===== src/sv/bus_pkg.sv =====
// Package for the bounded undo stack: field widths, operation codes, error codes
// and the default sizes. It depends on nothing else.
package bus_pkg;

  localparam int FUNC_W     = 2;
  localparam int ITEM_W     = 32;
  localparam int INDEX_W    = 6;
  localparam int COUNT_W    = 7;
  localparam int ERROR_W    = 2;
  localparam int CAP_W      = 7;

  localparam int DEPTH_DEF  = 64;
  localparam int ITEM_W_DEF = 32;

  localparam logic [CAP_W-1:0] CAP_RESET = 7'd64;

  typedef enum logic [FUNC_W-1:0] {
    FUNC_PUSH = 2'd0,
    FUNC_POP  = 2'd1,
    FUNC_PEEK = 2'd2,
    FUNC_READ = 2'd3
  } func_t;

  localparam logic [ERROR_W-1:0] ERR_OK    = 2'd0;
  localparam logic [ERROR_W-1:0] ERR_EMPTY = 2'd1;
  localparam logic [ERROR_W-1:0] ERR_RANGE = 2'd2;

endpackage


===== src/sv/bus_in_if.sv =====
// Operation channel of the undo stack: valid/ready plus one operation word.
// Depends on bus_pkg for the field widths.
interface bus_in_if;
  logic                        valid;
  logic                        ready;
  logic [bus_pkg::FUNC_W-1:0]  func;
  logic [bus_pkg::ITEM_W-1:0]  item;
  logic [bus_pkg::INDEX_W-1:0] index;

  modport source (output valid, func, item, index, input ready);
  modport sink   (input valid, func, item, index, output ready);
endinterface


===== src/sv/bus_out_if.sv =====
// Result channel of the undo stack: valid/ready plus one result word.
// Depends on bus_pkg for the field widths.
interface bus_out_if;
  logic                        valid;
  logic                        ready;
  logic [bus_pkg::ITEM_W-1:0]  item_out;
  logic                        evicted;
  logic [bus_pkg::ERROR_W-1:0] error;
  logic [bus_pkg::COUNT_W-1:0] count;
  logic                        full_res;
  logic                        empty_res;

  modport source (output valid, item_out, evicted, error, count, full_res, empty_res,
                  input ready);
  modport sink   (input valid, item_out, evicted, error, count, full_res, empty_res,
                  output ready);
endinterface


===== src/sv/bus_cfg_if.sv =====
// Configuration write channel of the undo stack: valid/ready plus the capacity word.
// Depends on bus_pkg for the field width.
interface bus_cfg_if;
  logic                      valid;
  logic                      ready;
  logic [bus_pkg::CAP_W-1:0] capacity;

  modport source (output valid, capacity, input ready);
  modport sink   (input valid, capacity, output ready);
endinterface


===== src/sv/bus_ring_ram.sv =====
// Entry store of the undo stack: one write port, one read port with registered data.
// Read returns the old contents on a same-address write. No package dependency.
module bus_ring_ram #(
  parameter int DEPTH = 64,
  parameter int WIDTH = 32,
  parameter int AW    = 6
) (
  input  logic             clk,
  input  logic             wr_en,
  input  logic [AW-1:0]    wr_addr,
  input  logic [WIDTH-1:0] wr_data,
  input  logic             rd_en,
  input  logic [AW-1:0]    rd_addr,
  output logic [WIDTH-1:0] rd_data
);

  logic [WIDTH-1:0] mem [DEPTH];

  always_ff @(posedge clk) begin
    if (wr_en) begin
      mem[wr_addr] <= wr_data;
    end
    if (rd_en) begin
      rd_data <= mem[rd_addr];
    end
  end

endmodule


===== src/sv/bounded_undo_stack.sv =====
// Top level of the bounded undo stack: ring pointer, count, capacity register
// and result register. Uses bus_pkg, the bus_*_if interfaces and bus_ring_ram.
//
//   channel   dir  handshake        word
//   in_ch     in   valid/ready      func, item, index
//   out_ch    out  valid/ready      item_out, evicted, error, count, full_res, empty_res
//   cfg_ch    in   valid/ready      capacity
//
// One operation per cycle while in_ch.ready is high; the result appears in the cycle after acceptance.
// The result item comes from the registered read port of the entry store.
// in_ch.ready is high while the result register is empty or being drained.
// rst_n (synchronous) clears pointer, count and valid; capacity returns to 64.
// cfg_ch.ready is always high.
module bounded_undo_stack #(
  parameter int DEPTH      = bus_pkg::DEPTH_DEF,
  parameter int ITEM_WIDTH = bus_pkg::ITEM_W_DEF
) (
  input  logic      clk,
  input  logic      rst_n,
  bus_in_if.sink    in_ch,
  bus_out_if.source out_ch,
  bus_cfg_if.sink   cfg_ch
);
  import bus_pkg::*;

  localparam int AW = (DEPTH > 1) ? $clog2(DEPTH) : 1;
  localparam int CW = $clog2(DEPTH + 1);
  localparam int SW = CW + 1;

  logic [CAP_W-1:0]      cap_r;
  logic [AW-1:0]         oldest_r, oldest_nxt;
  logic [CW-1:0]         count_r, count_nxt;
  logic                  out_valid_r;
  logic                  use_rd_r, use_rd_nxt;
  logic                  evicted_r, evicted_nxt;
  logic [ERROR_W-1:0]    error_r, error_nxt;
  logic [COUNT_W-1:0]    count_out_r;
  logic                  full_r, empty_r;

  logic                  acc;
  logic [CW-1:0]         eff_cap;
  logic [CW+CAP_W-1:0]   cap_x;
  logic [CW+INDEX_W-1:0] idx_x;
  logic [CW+COUNT_W-1:0] cnt_x;
  logic                  full_now;
  logic [CW-1:0]         rd_pos;
  logic [AW-1:0]         rd_addr, wr_addr;
  logic                  wr_en;
  logic [ITEM_WIDTH+ITEM_W-1:0] wr_ext, rd_ext;
  logic [ITEM_WIDTH-1:0]  rd_data;

  function automatic logic [AW-1:0] slot(input logic [AW-1:0] base,
                                         input logic [CW-1:0] pos);
    logic [SW-1:0] sum;
    sum = SW'(base) + SW'(pos);
    if (sum >= SW'(DEPTH)) begin
      sum = sum - SW'(DEPTH);
    end
    return sum[AW-1:0];
  endfunction

  assign acc          = in_ch.valid && in_ch.ready;
  assign in_ch.ready  = !out_valid_r || out_ch.ready;
  assign cfg_ch.ready = 1'b1;

  assign cap_x = {{CW{1'b0}}, cap_r};
  assign idx_x = {{CW{1'b0}}, in_ch.index};

  always_comb begin
    if (cap_r == '0) begin
      eff_cap = CW'(1);
    end else if (cap_x > (CW + CAP_W)'(DEPTH)) begin
      eff_cap = CW'(DEPTH);
    end else begin
      eff_cap = cap_x[CW-1:0];
    end
  end

  assign full_now = count_r >= eff_cap;

  always_comb begin
    oldest_nxt  = oldest_r;
    count_nxt   = count_r;
    use_rd_nxt  = 1'b0;
    evicted_nxt = 1'b0;
    error_nxt   = ERR_OK;
    rd_pos      = '0;
    wr_en       = 1'b0;
    unique case (func_t'(in_ch.func))
      FUNC_PUSH: begin
        wr_en = 1'b1;
        if (full_now) begin
          use_rd_nxt  = 1'b1;
          evicted_nxt = 1'b1;
          oldest_nxt  = (oldest_r == AW'(DEPTH - 1)) ? '0 : oldest_r + AW'(1);
        end else begin
          count_nxt = count_r + CW'(1);
        end
      end
      FUNC_POP: begin
        if (count_r == '0) begin
          error_nxt = ERR_EMPTY;
        end else begin
          count_nxt  = count_r - CW'(1);
          rd_pos     = count_r - CW'(1);
          use_rd_nxt = 1'b1;
        end
      end
      FUNC_PEEK: begin
        if (count_r == '0) begin
          error_nxt = ERR_EMPTY;
        end else begin
          rd_pos     = count_r - CW'(1);
          use_rd_nxt = 1'b1;
        end
      end
      FUNC_READ: begin
        if (idx_x >= (CW + INDEX_W)'(count_r)) begin
          error_nxt = ERR_RANGE;
        end else begin
          rd_pos     = idx_x[CW-1:0];
          use_rd_nxt = 1'b1;
        end
      end
      default: begin
        error_nxt = ERR_OK;
      end
    endcase
  end

  assign rd_addr = slot(oldest_r, rd_pos);
  assign wr_addr = slot(oldest_r, count_r);
  assign wr_ext  = {{ITEM_WIDTH{1'b0}}, in_ch.item};
  assign cnt_x   = {{COUNT_W{1'b0}}, count_nxt};

  bus_ring_ram #(
    .DEPTH (DEPTH),
    .WIDTH (ITEM_WIDTH),
    .AW    (AW)
  ) u_ram (
    .clk     (clk),
    .wr_en   (acc && wr_en),
    .wr_addr (wr_addr),
    .wr_data (wr_ext[ITEM_WIDTH-1:0]),
    .rd_en   (acc && use_rd_nxt),
    .rd_addr (rd_addr),
    .rd_data (rd_data)
  );

  always_ff @(posedge clk) begin
    if (!rst_n) begin
      cap_r       <= CAP_RESET;
      oldest_r    <= '0;
      count_r     <= '0;
      out_valid_r <= 1'b0;
    end else begin
      if (cfg_ch.valid) begin
        cap_r <= cfg_ch.capacity;
      end
      if (acc) begin
        oldest_r    <= oldest_nxt;
        count_r     <= count_nxt;
        out_valid_r <= 1'b1;
      end else if (out_ch.ready) begin
        out_valid_r <= 1'b0;
      end
    end
  end

  always_ff @(posedge clk) begin
    if (acc) begin
      use_rd_r    <= use_rd_nxt;
      evicted_r   <= evicted_nxt;
      error_r     <= error_nxt;
      count_out_r <= cnt_x[COUNT_W-1:0];
      full_r      <= count_nxt >= eff_cap;
      empty_r     <= count_nxt == '0;
    end
  end

  assign rd_ext = {{ITEM_W{1'b0}}, rd_data};

  assign out_ch.valid     = out_valid_r;
  assign out_ch.item_out  = use_rd_r ? rd_ext[ITEM_W-1:0] : '0;
  assign out_ch.evicted   = evicted_r;
  assign out_ch.error     = error_r;
  assign out_ch.count     = count_out_r;
  assign out_ch.full_res  = full_r;
  assign out_ch.empty_res = empty_r;

endmodule


===== src/flat_wrapper.sv =====
// flat-port wrapper written by rule: the top's interface ports become plain ports
module bounded_undo_stack_flat import bus_pkg::*;
#(
  parameter int DEPTH      = bus_pkg::DEPTH_DEF,
  parameter int ITEM_WIDTH = bus_pkg::ITEM_W_DEF
)
  (clk, rst_n, in_ch_valid, in_ch_func, in_ch_item, in_ch_index, in_ch_ready, out_ch_valid, out_ch_item_out, out_ch_evicted, out_ch_error, out_ch_count, out_ch_full_res, out_ch_empty_res, out_ch_ready, cfg_ch_valid, cfg_ch_capacity, cfg_ch_ready);
  bus_in_if in_ch_i ();
  bus_out_if out_ch_i ();
  bus_cfg_if cfg_ch_i ();
  input  logic clk;
  input  logic rst_n;
  input wire logic [$bits(in_ch_i.valid)-1:0] in_ch_valid;
  input wire logic [$bits(in_ch_i.func)-1:0] in_ch_func;
  input wire logic [$bits(in_ch_i.item)-1:0] in_ch_item;
  input wire logic [$bits(in_ch_i.index)-1:0] in_ch_index;
  output wire logic [$bits(in_ch_i.ready)-1:0] in_ch_ready;
  output wire logic [$bits(out_ch_i.valid)-1:0] out_ch_valid;
  output wire logic [$bits(out_ch_i.item_out)-1:0] out_ch_item_out;
  output wire logic [$bits(out_ch_i.evicted)-1:0] out_ch_evicted;
  output wire logic [$bits(out_ch_i.error)-1:0] out_ch_error;
  output wire logic [$bits(out_ch_i.count)-1:0] out_ch_count;
  output wire logic [$bits(out_ch_i.full_res)-1:0] out_ch_full_res;
  output wire logic [$bits(out_ch_i.empty_res)-1:0] out_ch_empty_res;
  input wire logic [$bits(out_ch_i.ready)-1:0] out_ch_ready;
  input wire logic [$bits(cfg_ch_i.valid)-1:0] cfg_ch_valid;
  input wire logic [$bits(cfg_ch_i.capacity)-1:0] cfg_ch_capacity;
  output wire logic [$bits(cfg_ch_i.ready)-1:0] cfg_ch_ready;
  assign in_ch_i.valid = in_ch_valid;
  assign in_ch_i.func = in_ch_func;
  assign in_ch_i.item = in_ch_item;
  assign in_ch_i.index = in_ch_index;
  assign in_ch_ready = in_ch_i.ready;
  assign out_ch_valid = out_ch_i.valid;
  assign out_ch_item_out = out_ch_i.item_out;
  assign out_ch_evicted = out_ch_i.evicted;
  assign out_ch_error = out_ch_i.error;
  assign out_ch_count = out_ch_i.count;
  assign out_ch_full_res = out_ch_i.full_res;
  assign out_ch_empty_res = out_ch_i.empty_res;
  assign out_ch_i.ready = out_ch_ready;
  assign cfg_ch_i.valid = cfg_ch_valid;
  assign cfg_ch_i.capacity = cfg_ch_capacity;
  assign cfg_ch_ready = cfg_ch_i.ready;
  bounded_undo_stack #(.DEPTH(DEPTH), .ITEM_WIDTH(ITEM_WIDTH)) u_core (.clk(clk), .rst_n(rst_n), .in_ch(in_ch_i), .out_ch(out_ch_i), .cfg_ch(cfg_ch_i));
endmodule

===== config.mk =====
export PLATFORM = sky130hd
export DESIGN_NAME = bounded_undo_stack_flat
export DESIGN_NICKNAME = d
export VERILOG_FILES = /design/src/sv/bus_pkg.sv /design/src/sv/bus_in_if.sv /design/src/sv/bus_out_if.sv /design/src/sv/bus_cfg_if.sv /design/src/sv/bus_ring_ram.sv /design/src/sv/bounded_undo_stack.sv /design/src/flat_wrapper.sv
export SDC_FILE = /design/constraint.sdc
export NUM_CORES = 2
export LEC_CHECK = 0
export ABC_AREA = 0
export ABC_CLOCK_PERIOD_IN_PS = 4400
export BUFFER_PORTS_ARGS = -buffer_cell sky130_fd_sc_hd__buf_2
export CAP_MARGIN = 25
export CORE_ASPECT_RATIO = 1.25
export CORE_UTILIZATION = 45
export CTS_BUF_LIST = sky130_fd_sc_hd__clkbuf_4
export CTS_CLUSTER_SIZE = 30
export DETAILED_ROUTE_END_ITERATION = 8
export SETUP_SLACK_MARGIN = 0.15
export SLEW_MARGIN = 30
export SYNTH_ARGS = -nofsm -noshare
export SYNTH_HDL_FRONTEND = slang
export SYNTH_HIERARCHICAL = 1
export SYNTH_SLANG_ARGS = --single-unit

===== constraint.sdc =====
create_clock -name clk -period 4.4 [get_ports clk]
set_input_delay 0.22 -clock clk [delete_from_list [all_inputs] [get_ports clk]]
set_output_delay 0.22 -clock clk [all_outputs]
set_load 0.03 [all_outputs]

==> key figures <==
Run status
  – Status: finished with violations
  – Failing checks: DRC

Synthesis
  – Post-Syn Area: 81800 um^2
  – Avg Cell Area, Syn: 22.3 um^2
  – Library cells used by synthesis: 72
  – Mapped Cells: 3670
  – Syn_nets: 3759
  – EDFF count, synth: 2093
  – #FFs+latches synth: 2114
  – Register area share after synthesis: 77.4%
  – Most used flip-flop cell after synthesis: edfxtp_1
  – Ys async rst share: 0%
  – Syn. warnings: 6

Worst setup path
  – Max FO, Critical Path: 8
  – Element type at the critical path end: flop
  – Worst endpoint required time: 5.53 ns
  – WS Path Type: flop to flop
  – Kind of start point of the critical path: flop
  – Crit path DAT: 5.53 ns

Global route
  – GRT Total Usage: 24.3%
  – GRT busiest layer: met2
  – Initial antenna violation count: 9
  – Met1 usage: 31.7%
  – Vias in the first global route: 44800
  – First-pass GRT wire length: 315000 um
  – Overflow after GRT: 0
  – Met3 usage: 4.54%
  – Largest net degree at the start of global routing: 65
  – Met2 usage: 41.1%

Pwr
  – Cell Pwr Density: 451 nW/um^2
  – Cell leakage power: 31.6 nW
  – Maximum VDD drop: 300 uV

Finish
  – Total Nets Final: 4733
  – Most common cell after layout, fill and taps aside: edfxtp_1
  – Most frequent cells in the layout: 2093 x edfxtp_1, 732 x clkbuf_4, 544 x mux4_2
  – Layout cells sized above 1: 40.9%
  – Area Overhead vs Synth: 20.0%

Placement
  – Routability congestion estimate from global placement: 0.865
  – Port bufs: 97
  – Detail Placement HPWL: 132000 um

STA
  – Total Neg Setup Slack: 0 ns
  – Max-slew violations: 0
  – Final hold slack: 0.183 ns
  – Final hold vios: 0
  – Worst Clk Skew: 0.110 ns
  – Final worst-path cycle share: 99.9%
  – Worst-Margin Slew: 0.897 ns
  – Fin crit period: 4.40 ns
  – RSZ-0062 raised after global routing: true
  – Max Clk Rate: 227 MHz
  – Final setup violation count: 0
  – Max-slew headroom: 39.8%

Route
  – Routed WL: 220000 um
  – Starting DRT DRC Count: 4138
  – Vias: 43000
  – DR vias/cell: 5.81
  – Residual DRC: 36
  – Routed Antenna Nets: 0
  – DRT Pass-1 Iters: 9
  – Routed WL per cell: 29.8 um

CTS
  – Clock sink count: 2114
  – CTS clock-pin slew for the worst setup and hold paths: 0.07 ns
  – H-tree depth: 5
  – CTS tree: done
  – Insertion delay to the later sink of the worst-skew pair: 1.41 ns
  – Root Buffer: clkbuf_4
  – Cts bufs inserted: 496
  – Maximum root-to-sink buffer count: 4

Floorplanning
  – Num ports: 99
  – Rows: 174
  – Full die area: 183000 um^2
  – Die Y: 479 um
  – Initial Util: 45.4%
  – DIE WIDTH: 383 um
  – Core area: 180000 um^2

Run
  – MaxCap Viol Count: 0

Min path
  – Worst Hold Class: primary input to flop
-- per-layer routing --
| metal | up-vias | wire [um] |
|---|---|---|
| met4 | 8 | 5390 |
| met2 | 1836 | 113000 |
| li1 | 17900 | - |
| met5 | - | 47 |
| met1 | 23000 | 86100 |
| met3 | 345 | 16200 |
-- kinds of logic (layout without fill, tap and decap cells) --
logic type	count (synthesis)	in the layout	share of synthesized area [%]
AND/OR/NAND/NOR	347	347	2.03
multiplexers	643	643	16.2
buffers and inverters	228	1579	1.32
XOR/XNOR	19	19	0.203
adder cells (fa/ha/maj)	37	37	0.584
other	1	7	0.00458
flip-flops	2114	2114	77.4
AO/OA/AOI/OAI	281	281	2.32
-- report_power, final --
part | internal, mW | switching (mW)
clock | 7.75 | 7.48
combinational | 3.16 | 3.53
sequential | 22.3 | 0.105
total | 33.2 | 11.1
-- timing repair --
item,4_1_cts,5_1_grt
hold buffers,132,1
resized for setup,91,78
buffers inserted,14,8
hold endpoints to repair,2128,32
pin swaps,21,13
cloned,3,0
endpoints found under the setup margin,32,33
-- through the flow --
step	util, %	total power, mW	area [um^2]	setup WS, ns	std cells
after CTS	54.2	44.6	97600	0.103	7388
after global routing	54.4	45.9	98100	-0.0815	7401
after global placement	49.4	28.9	89100	-0.933	6363
final	54.4	44.3	98100	0.00350	7403
after floorplan	-	26.2	81800	0.0971	3670
after detailed placement	49.5	28.9	89200	-0.849	6364
-- sequential cells by signal, indices dropped and copies added (netlist names), 2 cells and up --
register              count
u_core/u_ram/mem       2048
u_core/u_ram/rd_data     32
u_core/cap_r              7
u_core/count_r            7
u_core/out_ch.count       7
u_core/oldest_r           6
u_core/out_ch.error       2
-- critical path: stages (launching register included) --
cell and delay (ns):
dfxtp_2 0.36, ha_4 0.20, nand2b_4 0.13, a21o_1 0.17
a21oi_2 0.15, o21ai_2 0.09, nand2_2 0.09, a32oi_2 0.11
nor2_2 0.16, ha_4 0.16, inv_2 0.04, fa_2 0.56
buf_12 0.13, clkinv_16 0.09, buf_16 0.19, buf_16 0.18
buf_4 0.13, mux4_2 0.27, mux4_2 0.57, o22ai_1 0.18
buf_4 0.12, nor2_1 0.03
-- layout make-up --
| class | instances | area [um^2] |
|---|---|---|
| Inverter | 35 | 158 |
| Fill cell | 13900 | 82100 |
| Multi-Input combinational cell | 1328 | 18600 |
| Antenna cell | 6 | 15.0 |
| Timing Repair inverter | 1 | 30.0 |
| Tap cell | 2376 | 2970 |
| Sequential cell | 2114 | 63300 |
| Clock buffer | 732 | 5500 |
| Timing Repair Buffer | 668 | 6900 |
| Clock inverter | 143 | 651 |
-- cells in the mapped netlist, drive strengths merged (13+ instances only) --
| library cell | instances | share of area, % |
|---|---|---|
| mux4 | 544 | 15 |
| nand3 | 13 | 0.080 |
| nor2b | 23 | 0.18 |
| ha | 35 | 0.54 |
| a22oi | 15 | 0.14 |
| nor3 | 13 | 0.092 |
| edfxtp | 2093 | 77 |
| buf | 113 | 0.79 |
| o21ai | 13 | 0.089 |
| dfxtp | 21 | 0.51 |
| xnor2 | 16 | 0.17 |
| o22ai | 86 | 0.67 |
| o221ai | 29 | 0.31 |
| clkbuf | 80 | 0.37 |
| nand2 | 59 | 0.28 |
| a21oi | 84 | 0.53 |
| mux2i | 99 | 1.2 |
| inv | 35 | 0.16 |
| nor2 | 154 | 0.71 |
| and2 | 40 | 0.31 |
-- path summary, 6_finish.rpt --
check                     startpoint                  endpoint  slack (ns)  cells after the start
setup reg to reg   u_core/count_r[0]  u_core/u_ram/rd_data[18]       0.004                     21
hold / removal         in_ch_func[1]           u_core/use_rd_r        0.18                      5
hold reg to reg   u_core/oldest_r[1]        u_core/oldest_r[1]        0.61                      2
setup / recovery   u_core/count_r[0]  u_core/u_ram/rd_data[18]       0.004                     21
Power figures use the tool's default switching activity.
